**config.mk**
```make
export PLATFORM = sky130hd
export DESIGN_NAME = async_hdlc_deframer_fcs16_core
export DESIGN_NICKNAME = d
export VERILOG_FILES = /design/src/rtl/ahdlc_pkg.sv /design/src/rtl/ahdlc_in_reg.sv /design/src/rtl/ahdlc_deframer.sv /design/src/rtl/async_hdlc_deframer_fcs16_core.sv
export SDC_FILE = /design/constraint.sdc
export NUM_CORES = 1
export LEC_CHECK = 0
export BUFFER_PORTS_ARGS = -buffer_cell sky130_fd_sc_hd__buf_4
export CORE_MARGIN = 4
export CORE_UTILIZATION = 46
export CTS_BUF_LIST = sky130_fd_sc_hd__clkbuf_8 sky130_fd_sc_hd__clkbuf_16
export DETAILED_ROUTE_END_ITERATION = 7
export MAX_ROUTING_LAYER = met4
export RECOVER_POWER = 25
export SLEW_MARGIN = 20
export SYNTH_ARGS = -nofsm -noshare
export SYNTH_HDL_FRONTEND = slang
export SYNTH_SLANG_ARGS = --single-unit
export TNS_END_PERCENT = 100
```
**constraint.sdc**
```tcl
create_clock -name clk_i -period 4.3 [get_ports clk_i]
set_input_delay 0.645 -clock clk_i [delete_from_list [all_inputs] [get_ports clk_i]]
set_output_delay 0.645 -clock clk_i [all_outputs]
set_load 0.02 [all_outputs]
```
**src/rtl/ahdlc_pkg.sv**
```systemverilog
package ahdlc_pkg;

  localparam int unsigned CfgW        = 13;
  localparam int unsigned MaxFrameDef = 4096;
  localparam logic [CfgW-1:0] MaxLenReset = 13'd4096;

  localparam logic [7:0]  FlagByte = 8'h7E;
  localparam logic [7:0]  EscByte  = 8'h7D;
  localparam logic [7:0]  EscXor   = 8'h20;
  localparam logic [15:0] FcsInit  = 16'hFFFF;
  localparam logic [15:0] FcsPoly  = 16'h8408;
  localparam logic [15:0] FcsGood  = 16'hF0B8;
  localparam logic [11:0] LenSat   = 12'hFFF;

  typedef enum logic [1:0] {
    OK_DATA  = 2'd0,
    OK_GOOD  = 2'd1,
    OK_BAD   = 2'd2,
    OK_ABORT = 2'd3
  } out_kind_e;

  typedef enum logic [3:0] {
    PH_IDLE = 4'b0001,
    PH_OPEN = 4'b0010,
    PH_DATA = 4'b0100,
    PH_ESC  = 4'b1000
  } phase_e;

  typedef struct packed {
    logic       kind;
    logic [7:0] rx_byte;
  } ahdlc_in_t;

  typedef struct packed {
    out_kind_e   out_kind;
    logic [7:0]  payload_byte;
    logic [11:0] payload_len;
    logic        last;
  } ahdlc_out_t;

  // Reflected CRC-16 byte step, LSB first.
  function automatic logic [15:0] fcs_step(input logic [15:0] fcs, input logic [7:0] d);
    logic [15:0] v;
    v = {8'h00, fcs[7:0] ^ d};
    for (int i = 0; i < 8; i++) begin
      v = v[0] ? ((v >> 1) ^ FcsPoly) : (v >> 1);
    end
    return {8'h00, fcs[15:8]} ^ v;
  endfunction

endpackage

```
**src/rtl/ahdlc_in_reg.sv**
```systemverilog
module ahdlc_in_reg (
  input  logic                 clk_i,
  input  logic                 rst_ni,
  input  logic                 in_valid_i,
  output logic                 in_ready_o,
  input  ahdlc_pkg::ahdlc_in_t in_data_i,
  output logic                 dn_valid_o,
  input  logic                 dn_ready_i,
  output ahdlc_pkg::ahdlc_in_t dn_data_o
);
  import ahdlc_pkg::*;

  logic      valid_q, valid_d;
  ahdlc_in_t data_q;

  assign in_ready_o = !valid_q || dn_ready_i;
  assign dn_valid_o = valid_q;
  assign dn_data_o  = data_q;

  always_comb begin
    valid_d = valid_q;
    if (in_ready_o) begin
      valid_d = in_valid_i;
    end
  end

  always_ff @(posedge clk_i or negedge rst_ni) begin
    if (!rst_ni) begin
      valid_q <= 1'b0;
    end else begin
      valid_q <= valid_d;
    end
  end

  always_ff @(posedge clk_i) begin
    if (in_ready_o && in_valid_i) begin
      data_q <= in_data_i;
    end
  end

endmodule

```
**src/rtl/ahdlc_deframer.sv**
```systemverilog
module ahdlc_deframer #(
  parameter int unsigned MaxFrame = ahdlc_pkg::MaxFrameDef,
  localparam int unsigned CntW = $clog2(MaxFrame + 1),
  localparam int unsigned LimW = (CntW > ahdlc_pkg::CfgW) ? CntW : ahdlc_pkg::CfgW
) (
  input  logic                  clk_i,
  input  logic                  rst_ni,
  input  logic [LimW-1:0]       lim_i,
  input  logic                  in_valid_i,
  output logic                  in_ready_o,
  input  ahdlc_pkg::ahdlc_in_t  in_data_i,
  output logic                  out_valid_o,
  input  logic                  out_ready_i,
  output ahdlc_pkg::ahdlc_out_t out_data_o
);
  import ahdlc_pkg::*;

  phase_e      phase_q, phase_d;
  logic [CntW-1:0] cnt_q, cnt_d;
  logic [15:0] fcs_q, fcs_d;
  logic [1:0]  hcnt_q, hcnt_d;
  logic [7:0]  held_q [2];
  logic [7:0]  held_d [2];
  logic        out_valid_q, out_valid_d;
  ahdlc_out_t  out_q, out_d;

  logic        fire;
  logic        take;
  logic [7:0]  dbyte;
  logic        res_valid;
  ahdlc_out_t  res;
  logic [LimW-1:0] len_full;

  assign in_ready_o  = !out_valid_q || out_ready_i;
  assign fire        = in_valid_i && in_ready_o;
  assign out_valid_o = out_valid_q;
  assign out_data_o  = out_q;

  assign len_full = LimW'(cnt_q) - LimW'(2);

  always_comb begin
    phase_d   = phase_q;
    cnt_d     = cnt_q;
    fcs_d     = fcs_q;
    hcnt_d    = hcnt_q;
    held_d    = held_q;
    take      = 1'b0;
    dbyte     = in_data_i.rx_byte;
    res_valid = 1'b0;
    res       = '0;

    if (fire) begin
      if (in_data_i.kind) begin
        // timeout: abort a frame in the data or escape phase, otherwise drop quietly
        if (phase_q == PH_DATA || phase_q == PH_ESC) begin
          res_valid    = 1'b1;
          res.out_kind = OK_ABORT;
          res.last     = 1'b1;
        end
        phase_d = PH_IDLE;
        cnt_d   = '0;
        fcs_d   = FcsInit;
        hcnt_d  = '0;
      end else begin
        case (phase_q)
          PH_IDLE: begin
            if (dbyte == FlagByte) begin
              phase_d = PH_OPEN;
            end
          end
          PH_OPEN, PH_DATA: begin
            if (dbyte == FlagByte) begin
              if (phase_q == PH_DATA) begin
                res_valid    = 1'b1;
                res.last     = 1'b1;
                res.out_kind = OK_BAD;
                if (cnt_q >= CntW'(2)) begin
                  res.payload_len = (len_full > LimW'(LenSat)) ? LenSat : len_full[11:0];
                  if (fcs_q == FcsGood) begin
                    res.out_kind = OK_GOOD;
                  end
                end
                phase_d = PH_OPEN;
                cnt_d   = '0;
                fcs_d   = FcsInit;
                hcnt_d  = '0;
              end
            end else if (dbyte == EscByte) begin
              phase_d = PH_ESC;
            end else begin
              take = 1'b1;
            end
          end
          PH_ESC: begin
            if (dbyte == FlagByte || dbyte == EscByte) begin
              res_valid    = 1'b1;
              res.out_kind = OK_ABORT;
              res.last     = 1'b1;
              phase_d      = (dbyte == FlagByte) ? PH_OPEN : PH_IDLE;
              cnt_d        = '0;
              fcs_d        = FcsInit;
              hcnt_d       = '0;
            end else begin
              dbyte = in_data_i.rx_byte ^ EscXor;
              take  = 1'b1;
            end
          end
          default: begin
            phase_d = PH_IDLE;
            cnt_d   = '0;
            fcs_d   = FcsInit;
            hcnt_d  = '0;
          end
        endcase
      end

      if (take) begin
        if (LimW'(cnt_q) >= lim_i) begin
          // overflow
          res_valid    = 1'b1;
          res.out_kind = OK_ABORT;
          res.last     = 1'b1;
          phase_d      = PH_IDLE;
          cnt_d        = '0;
          fcs_d        = FcsInit;
          hcnt_d       = '0;
        end else begin
          fcs_d   = fcs_step(fcs_q, dbyte);
          cnt_d   = cnt_q + CntW'(1);
          phase_d = PH_DATA;
          if (hcnt_q == 2'd2) begin
            res_valid        = 1'b1;
            res.out_kind     = OK_DATA;
            res.payload_byte = held_q[0];
            held_d[0]        = held_q[1];
            held_d[1]        = dbyte;
          end else begin
            held_d[hcnt_q[0]] = dbyte;
            hcnt_d            = hcnt_q + 2'd1;
          end
        end
      end
    end
  end

  always_comb begin
    out_valid_d = out_valid_q;
    out_d       = out_q;
    if (fire) begin
      out_valid_d = res_valid;
      out_d       = res;
    end else if (out_ready_i) begin
      out_valid_d = 1'b0;
    end
  end

  always_ff @(posedge clk_i or negedge rst_ni) begin
    if (!rst_ni) begin
      phase_q     <= PH_IDLE;
      cnt_q       <= '0;
      fcs_q       <= FcsInit;
      hcnt_q      <= '0;
      out_valid_q <= 1'b0;
    end else begin
      phase_q     <= phase_d;
      cnt_q       <= cnt_d;
      fcs_q       <= fcs_d;
      hcnt_q      <= hcnt_d;
      out_valid_q <= out_valid_d;
    end
  end

  always_ff @(posedge clk_i) begin
    held_q <= held_d;
    out_q  <= out_d;
  end

`ifndef SYNTHESIS
  a_idle_clean: assert property (@(posedge clk_i) disable iff (!rst_ni)
    phase_q == PH_IDLE |-> (cnt_q == '0 && hcnt_q == '0 && fcs_q == FcsInit))
    else $error("idle with frame state left over");

  a_hold_le_cnt: assert property (@(posedge clk_i) disable iff (!rst_ni)
    CntW'(hcnt_q) <= cnt_q && hcnt_q != 2'd3)
    else $error("delay line fill exceeds byte count");

  a_data_needs_full: assert property (@(posedge clk_i) disable iff (!rst_ni)
    (fire && res_valid && res.out_kind == OK_DATA) |-> hcnt_q == 2'd2)
    else $error("payload byte sent before delay line filled");

  a_last_match: assert property (@(posedge clk_i) disable iff (!rst_ni)
    out_valid_q |-> (out_q.last == (out_q.out_kind != OK_DATA)))
    else $error("last flag does not match result kind");
`endif

endmodule

```
**src/rtl/async_hdlc_deframer_fcs16_core.sv**
```systemverilog
// Async HDLC/PPP receive deframer with CRC-16 FCS check.
// Path from input transfer to result valid: input register, then the
//   decode/CRC stage into the result register.
// Throughput: one item per cycle; stalls only when the result register is held.
// Reset (rst_ni low, async): hunting for a flag, no results pending,
//   max_frame_len back to 4096.
module async_hdlc_deframer_fcs16_core #(
  parameter int unsigned MaxFrame = ahdlc_pkg::MaxFrameDef
) (
  input  logic                      clk_i,
  input  logic                      rst_ni,
  // item channel: one line byte or one timeout event per transfer
  input  logic                      in_valid_i,
  output logic                      in_ready_o,
  input  ahdlc_pkg::ahdlc_in_t      in_data_i,
  // result channel: payload byte, frame end or abort
  output logic                      out_valid_o,
  input  logic                      out_ready_i,
  output ahdlc_pkg::ahdlc_out_t     out_data_o,
  // max_frame_len write channel
  input  logic                      cfg_valid_i,
  output logic                      cfg_ready_o,
  input  logic [ahdlc_pkg::CfgW-1:0] cfg_data_i
);
  import ahdlc_pkg::*;

  localparam int unsigned CntW = $clog2(MaxFrame + 1);
  localparam int unsigned LimW = (CntW > CfgW) ? CntW : CfgW;

  logic [CfgW-1:0] max_len_q, max_len_d;
  logic [LimW-1:0] lim;

  logic      s1_valid;
  logic      s1_ready;
  ahdlc_in_t s1_data;

  // Register always writable; user must keep writes between frames; unenforced.
  assign cfg_ready_o = 1'b1;

  always_comb begin
    max_len_d = max_len_q;
    if (cfg_valid_i) begin
      max_len_d = cfg_data_i;
    end
  end

  always_ff @(posedge clk_i or negedge rst_ni) begin
    if (!rst_ni) begin
      max_len_q <= MaxLenReset;
    end else begin
      max_len_q <= max_len_d;
    end
  end

  // Effective limit is the smaller of the register and the build-time cap.
  assign lim = (LimW'(max_len_q) < LimW'(MaxFrame)) ? LimW'(max_len_q) : LimW'(MaxFrame);

  ahdlc_in_reg u_in_reg (
    .clk_i      (clk_i),
    .rst_ni     (rst_ni),
    .in_valid_i (in_valid_i),
    .in_ready_o (in_ready_o),
    .in_data_i  (in_data_i),
    .dn_valid_o (s1_valid),
    .dn_ready_i (s1_ready),
    .dn_data_o  (s1_data)
  );

  // Flag hunt, destuffing, FCS and two-byte delay line; result register inside.
  ahdlc_deframer #(
    .MaxFrame (MaxFrame)
  ) u_deframer (
    .clk_i       (clk_i),
    .rst_ni      (rst_ni),
    .lim_i       (lim),
    .in_valid_i  (s1_valid),
    .in_ready_o  (s1_ready),
    .in_data_i   (s1_data),
    .out_valid_o (out_valid_o),
    .out_ready_i (out_ready_i),
    .out_data_o  (out_data_o)
  );

endmodule
```
==> results.sh <==
export IMPL_status="complete, but fails checks"
export IMPL_violations="max-capacitance violations, max-slew violations"
export IMPL_drcViolationCount=0
export IMPL_yosys_area_top_type="edfxtp_1"
export IMPL_tritoncts="yes"
export IMPL_period_minus_slack_ns=3.29
export IMPL_start_util=0.472
export IMPL_port_buffers=51
export IMPL_synth_edf_count=48
export IMPL_grt_first_pass_wirelength_um=18400
export IMPL_synthCells=458
export IMPL_powerDensity_nw_per_um2=437
export IMPL_grt_max_degree=51
export IMPL_rsz0062_at_grt="false"
export IMPL_synth_cell_types=61
export IMPL_die_y_um=114
export IMPL_end_kind="register"
export IMPL_clk_pin_slew_ns=0.09
export IMPL_gp_congestion=0.862
export IMPL_hold_buffers=0
export IMPL_cts_max_path_buffers=2
export IMPL_dp_hpwl_um=7680
export IMPL_grt_pass1_vias=3604
export IMPL_synth_nets=504
export IMPL_cts_resized=0
export IMPL_synth_area_per_cell_um2=11.2
export IMPL_ys_warn_count=0
export IMPL_crit_fanout=14
export IMPL_hold_violations=0
export IMPL_hold_class="primary input to register"
export IMPL_die_w_um=114
export IMPL_rows=38
export IMPL_relSlewSlack=-0.853
export IMPL_slew_violations=51
export IMPL_post_cts_repair_setup_buffers=0
export IMPL_ys_async_sr_fraction=0.510
export IMPL_setup_viol=0
export IMPL_pre_cts_slack_ns=0.965
export IMPL_h_tree_depth=3
export IMPL_worst_pin_slew_ns=2.78
export IMPL_diodes=0
export IMPL_synth_seq_cells=98
export IMPL_boundaryPins=53
export IMPL_tns_ns=0
export IMPL_antenna_found_initial=0
export IMPL_final_common_cell="edfxtp_1"
export IMPL_synth_area_um2=5140
export IMPL_synth_top_family_by_area="simple AND/OR/NAND/NOR gates"
export IMPL_drt_wl_total_um=10900
export IMPL_mostFrequentLayoutCells="edfxtp_1 (48), buf_4 (44), nor2_1 (37)"
export IMPL_drt_pass1_iterations=4
export IMPL_synth_fa_ha_area_frac=0.0463
export IMPL_synth_compound_area_frac=0.121
export IMPL_finalClockSkew_ns=0.00897
export IMPL_cts_sinks=98
export IMPL_overflow=0
export IMPL_clock_latency_ns=0.38
export IMPL_synth_simple_area_share=0.165
export IMPL_vias=3529
export IMPL_cellLeakagePower_nw=2.35
export IMPL_required_ns=4.37
export IMPL_fmax_ghz=0.304
export IMPL_power_mw=2.52
export IMPL_period_share=0.764
export IMPL_synth_xor_area_frac=0.0577
export IMPL_cp_start_kind="register"
export IMPL_yosysTopAreaCellShare=0.281
export IMPL_synth_mux_area_frac=0.0438
export IMPL_critPathKind="register to register"
export IMPL_coreArea_um2=10900
export IMPL_cts_buffers_inserted=9
export IMPL_initialDrtViolationCount=130
export IMPL_synth_seq_area_share=0.528
export IMPL_cts_root_buf="clkbuf_8"
export IMPL_vdd_ir_drop_max_mv=0.249
export IMPL_wl_per_cell_um=17.0
export IMPL_viasPerCell=5.51
export IMPL_nNetsFinal=541
export IMPL_ant_nets=0
export IMPL_ys_top_cells_by_area="edfxtp_1 (28%), dfrtp_1 (16%), dfstp_2 (9.2%)"
export IMPL_die_area_um2=12900
export IMPL_ys_flop_type="edfxtp_1"
export IMPL_drive_gt1_frac=0.224
export IMPL_worstPathArrival_ns=3.35
export IMPL_setup_slack_ns=1.01
export IMPL_maxCapViolCount=1
export IMPL_grtUsageTotal=0.187
export IMPL_reg2reg_slack_ns=1.01
export IMPL_area_growth_synth_to_final_pct=12.2
stage by stage:
step / instances / util / area [µm²] / hold slack [ns]
3_5_place_dp: 624 / 0.512 / 5570 / 0.493
5_1_grt: 640 / 0.529 / 5760 / 0.440
2_1_floorplan: 458 / - / 5140 / 0.349
3_3_place_gp: 624 / 0.512 / 5570 / 0.496
6_report: 640 / 0.529 / 5760 / 0.457
4_1_cts: 640 / 0.530 / 5770 / 0.309
synthesized netlist by cell type (all sizes together), types with 6 or more instances:
master  count
edfxtp     48
nor2       37
a21oi      32
dfrtp      32
nand2      32
xnor2      24
o21ai      21
ha         19
dfstp      18
clkbuf     15
buf        13
mux2       12
nor2b      12
a31oi      11
inv        11
and2        9
mux2i       9
nand2b      9
xor2        9
nand3       7
and3        6
nor4        6
nor4b       6
o22a        6
logic make-up after synthesis:
logic type | Yosys count
adder cells (fa/ha/maj) | 19
buffers and inverters | 39
other | 1
flip-flops | 98
multiplexers | 21
AND/OR/NAND/NOR | 150
AO/OA/AOI/OAI | 97
XOR/XNOR | 33
critical path: stages, from the launching register on:
cell and delay [ns]:
dfstp_2 0.54, inv_1 0.15, ha_1 0.37, nand4_1 0.13, or4_1 0.48, a211oi_1 0.43
or4b_1 0.57, nor2_1 0.30
layout make-up:
type / count / area, µm²
fill: 979 / 5120
tap: 140 / 175
sequential: 98 / 2720
clock inverter: 6 / 58.8
clock buffer: 10 / 138
inverter: 11 / 41.3
timing repair buffer: 54 / 402
multi-input combinational: 321 / 2230
worst paths after layout:
| kind | from | end | cells past startpoint |
|---|---|---|---|
| setup / recovery | max_len_q[12]$_DFFE_PN1P_ | u_deframer.held_q[0]$_DFFE_PP_ | 7 |
| hold reg to reg | max_len_q[0]$_DFFE_PN0P_ | max_len_q[0]$_DFFE_PN0P_ | 1 |
| max in group asynchronous | rst_ni | u_in_reg.dn_valid_o$_DFFE_PN0N_ | 1 |
| hold / removal | in_data_i[6] | u_in_reg.dn_data_o[6]$_DFFE_PP_ | 1 |
| setup reg to reg | max_len_q[12]$_DFFE_PN1P_ | u_deframer.held_q[0]$_DFFE_PP_ | 7 |
| min in group asynchronous | rst_ni | max_len_q[0]$_DFFE_PN0P_ | 1 |
flip-flops by register name (all words and copies together), names as in the netlist:
signal and flops:
u_deframer.hcnt_q 2, u_deframer.cnt_q 13, u_in_reg.dn_valid_o 1, u_deframer.phase_q 4, u_deframer.out_data_o 23, u_deframer.out_valid_o 1, u_deframer.fcs_q 16, u_in_reg.dn_data_o 9
u_deframer.held_q 16, max_len_q 13
power breakdown:
group | internal (mW) | total (mW) | switching, mW | leakage, nW
registers | 1.14 | 1.25 | 0.111 | 1.08
clock network | 0.281 | 0.604 | 0.323 | 0.0995
logic | 0.280 | 0.660 | 0.380 | 1.18
total | 1.70 | 2.52 | 0.814 | 2.35
per-layer routing:
metal / part of all wire / track usage / vias up / routed length (µm)
met5: 0 / - / - / 0
met4: 0.028 / 0.0897 / 0 / 304
met1: 0.45 / 0.241 / 1695 / 4930
met3: 0.048 / 0.0292 / 20 / 524
met2: 0.47 / 0.291 / 86 / 5110
li1: - / - / 1728 / -
(Power assumes the default switching activity.)
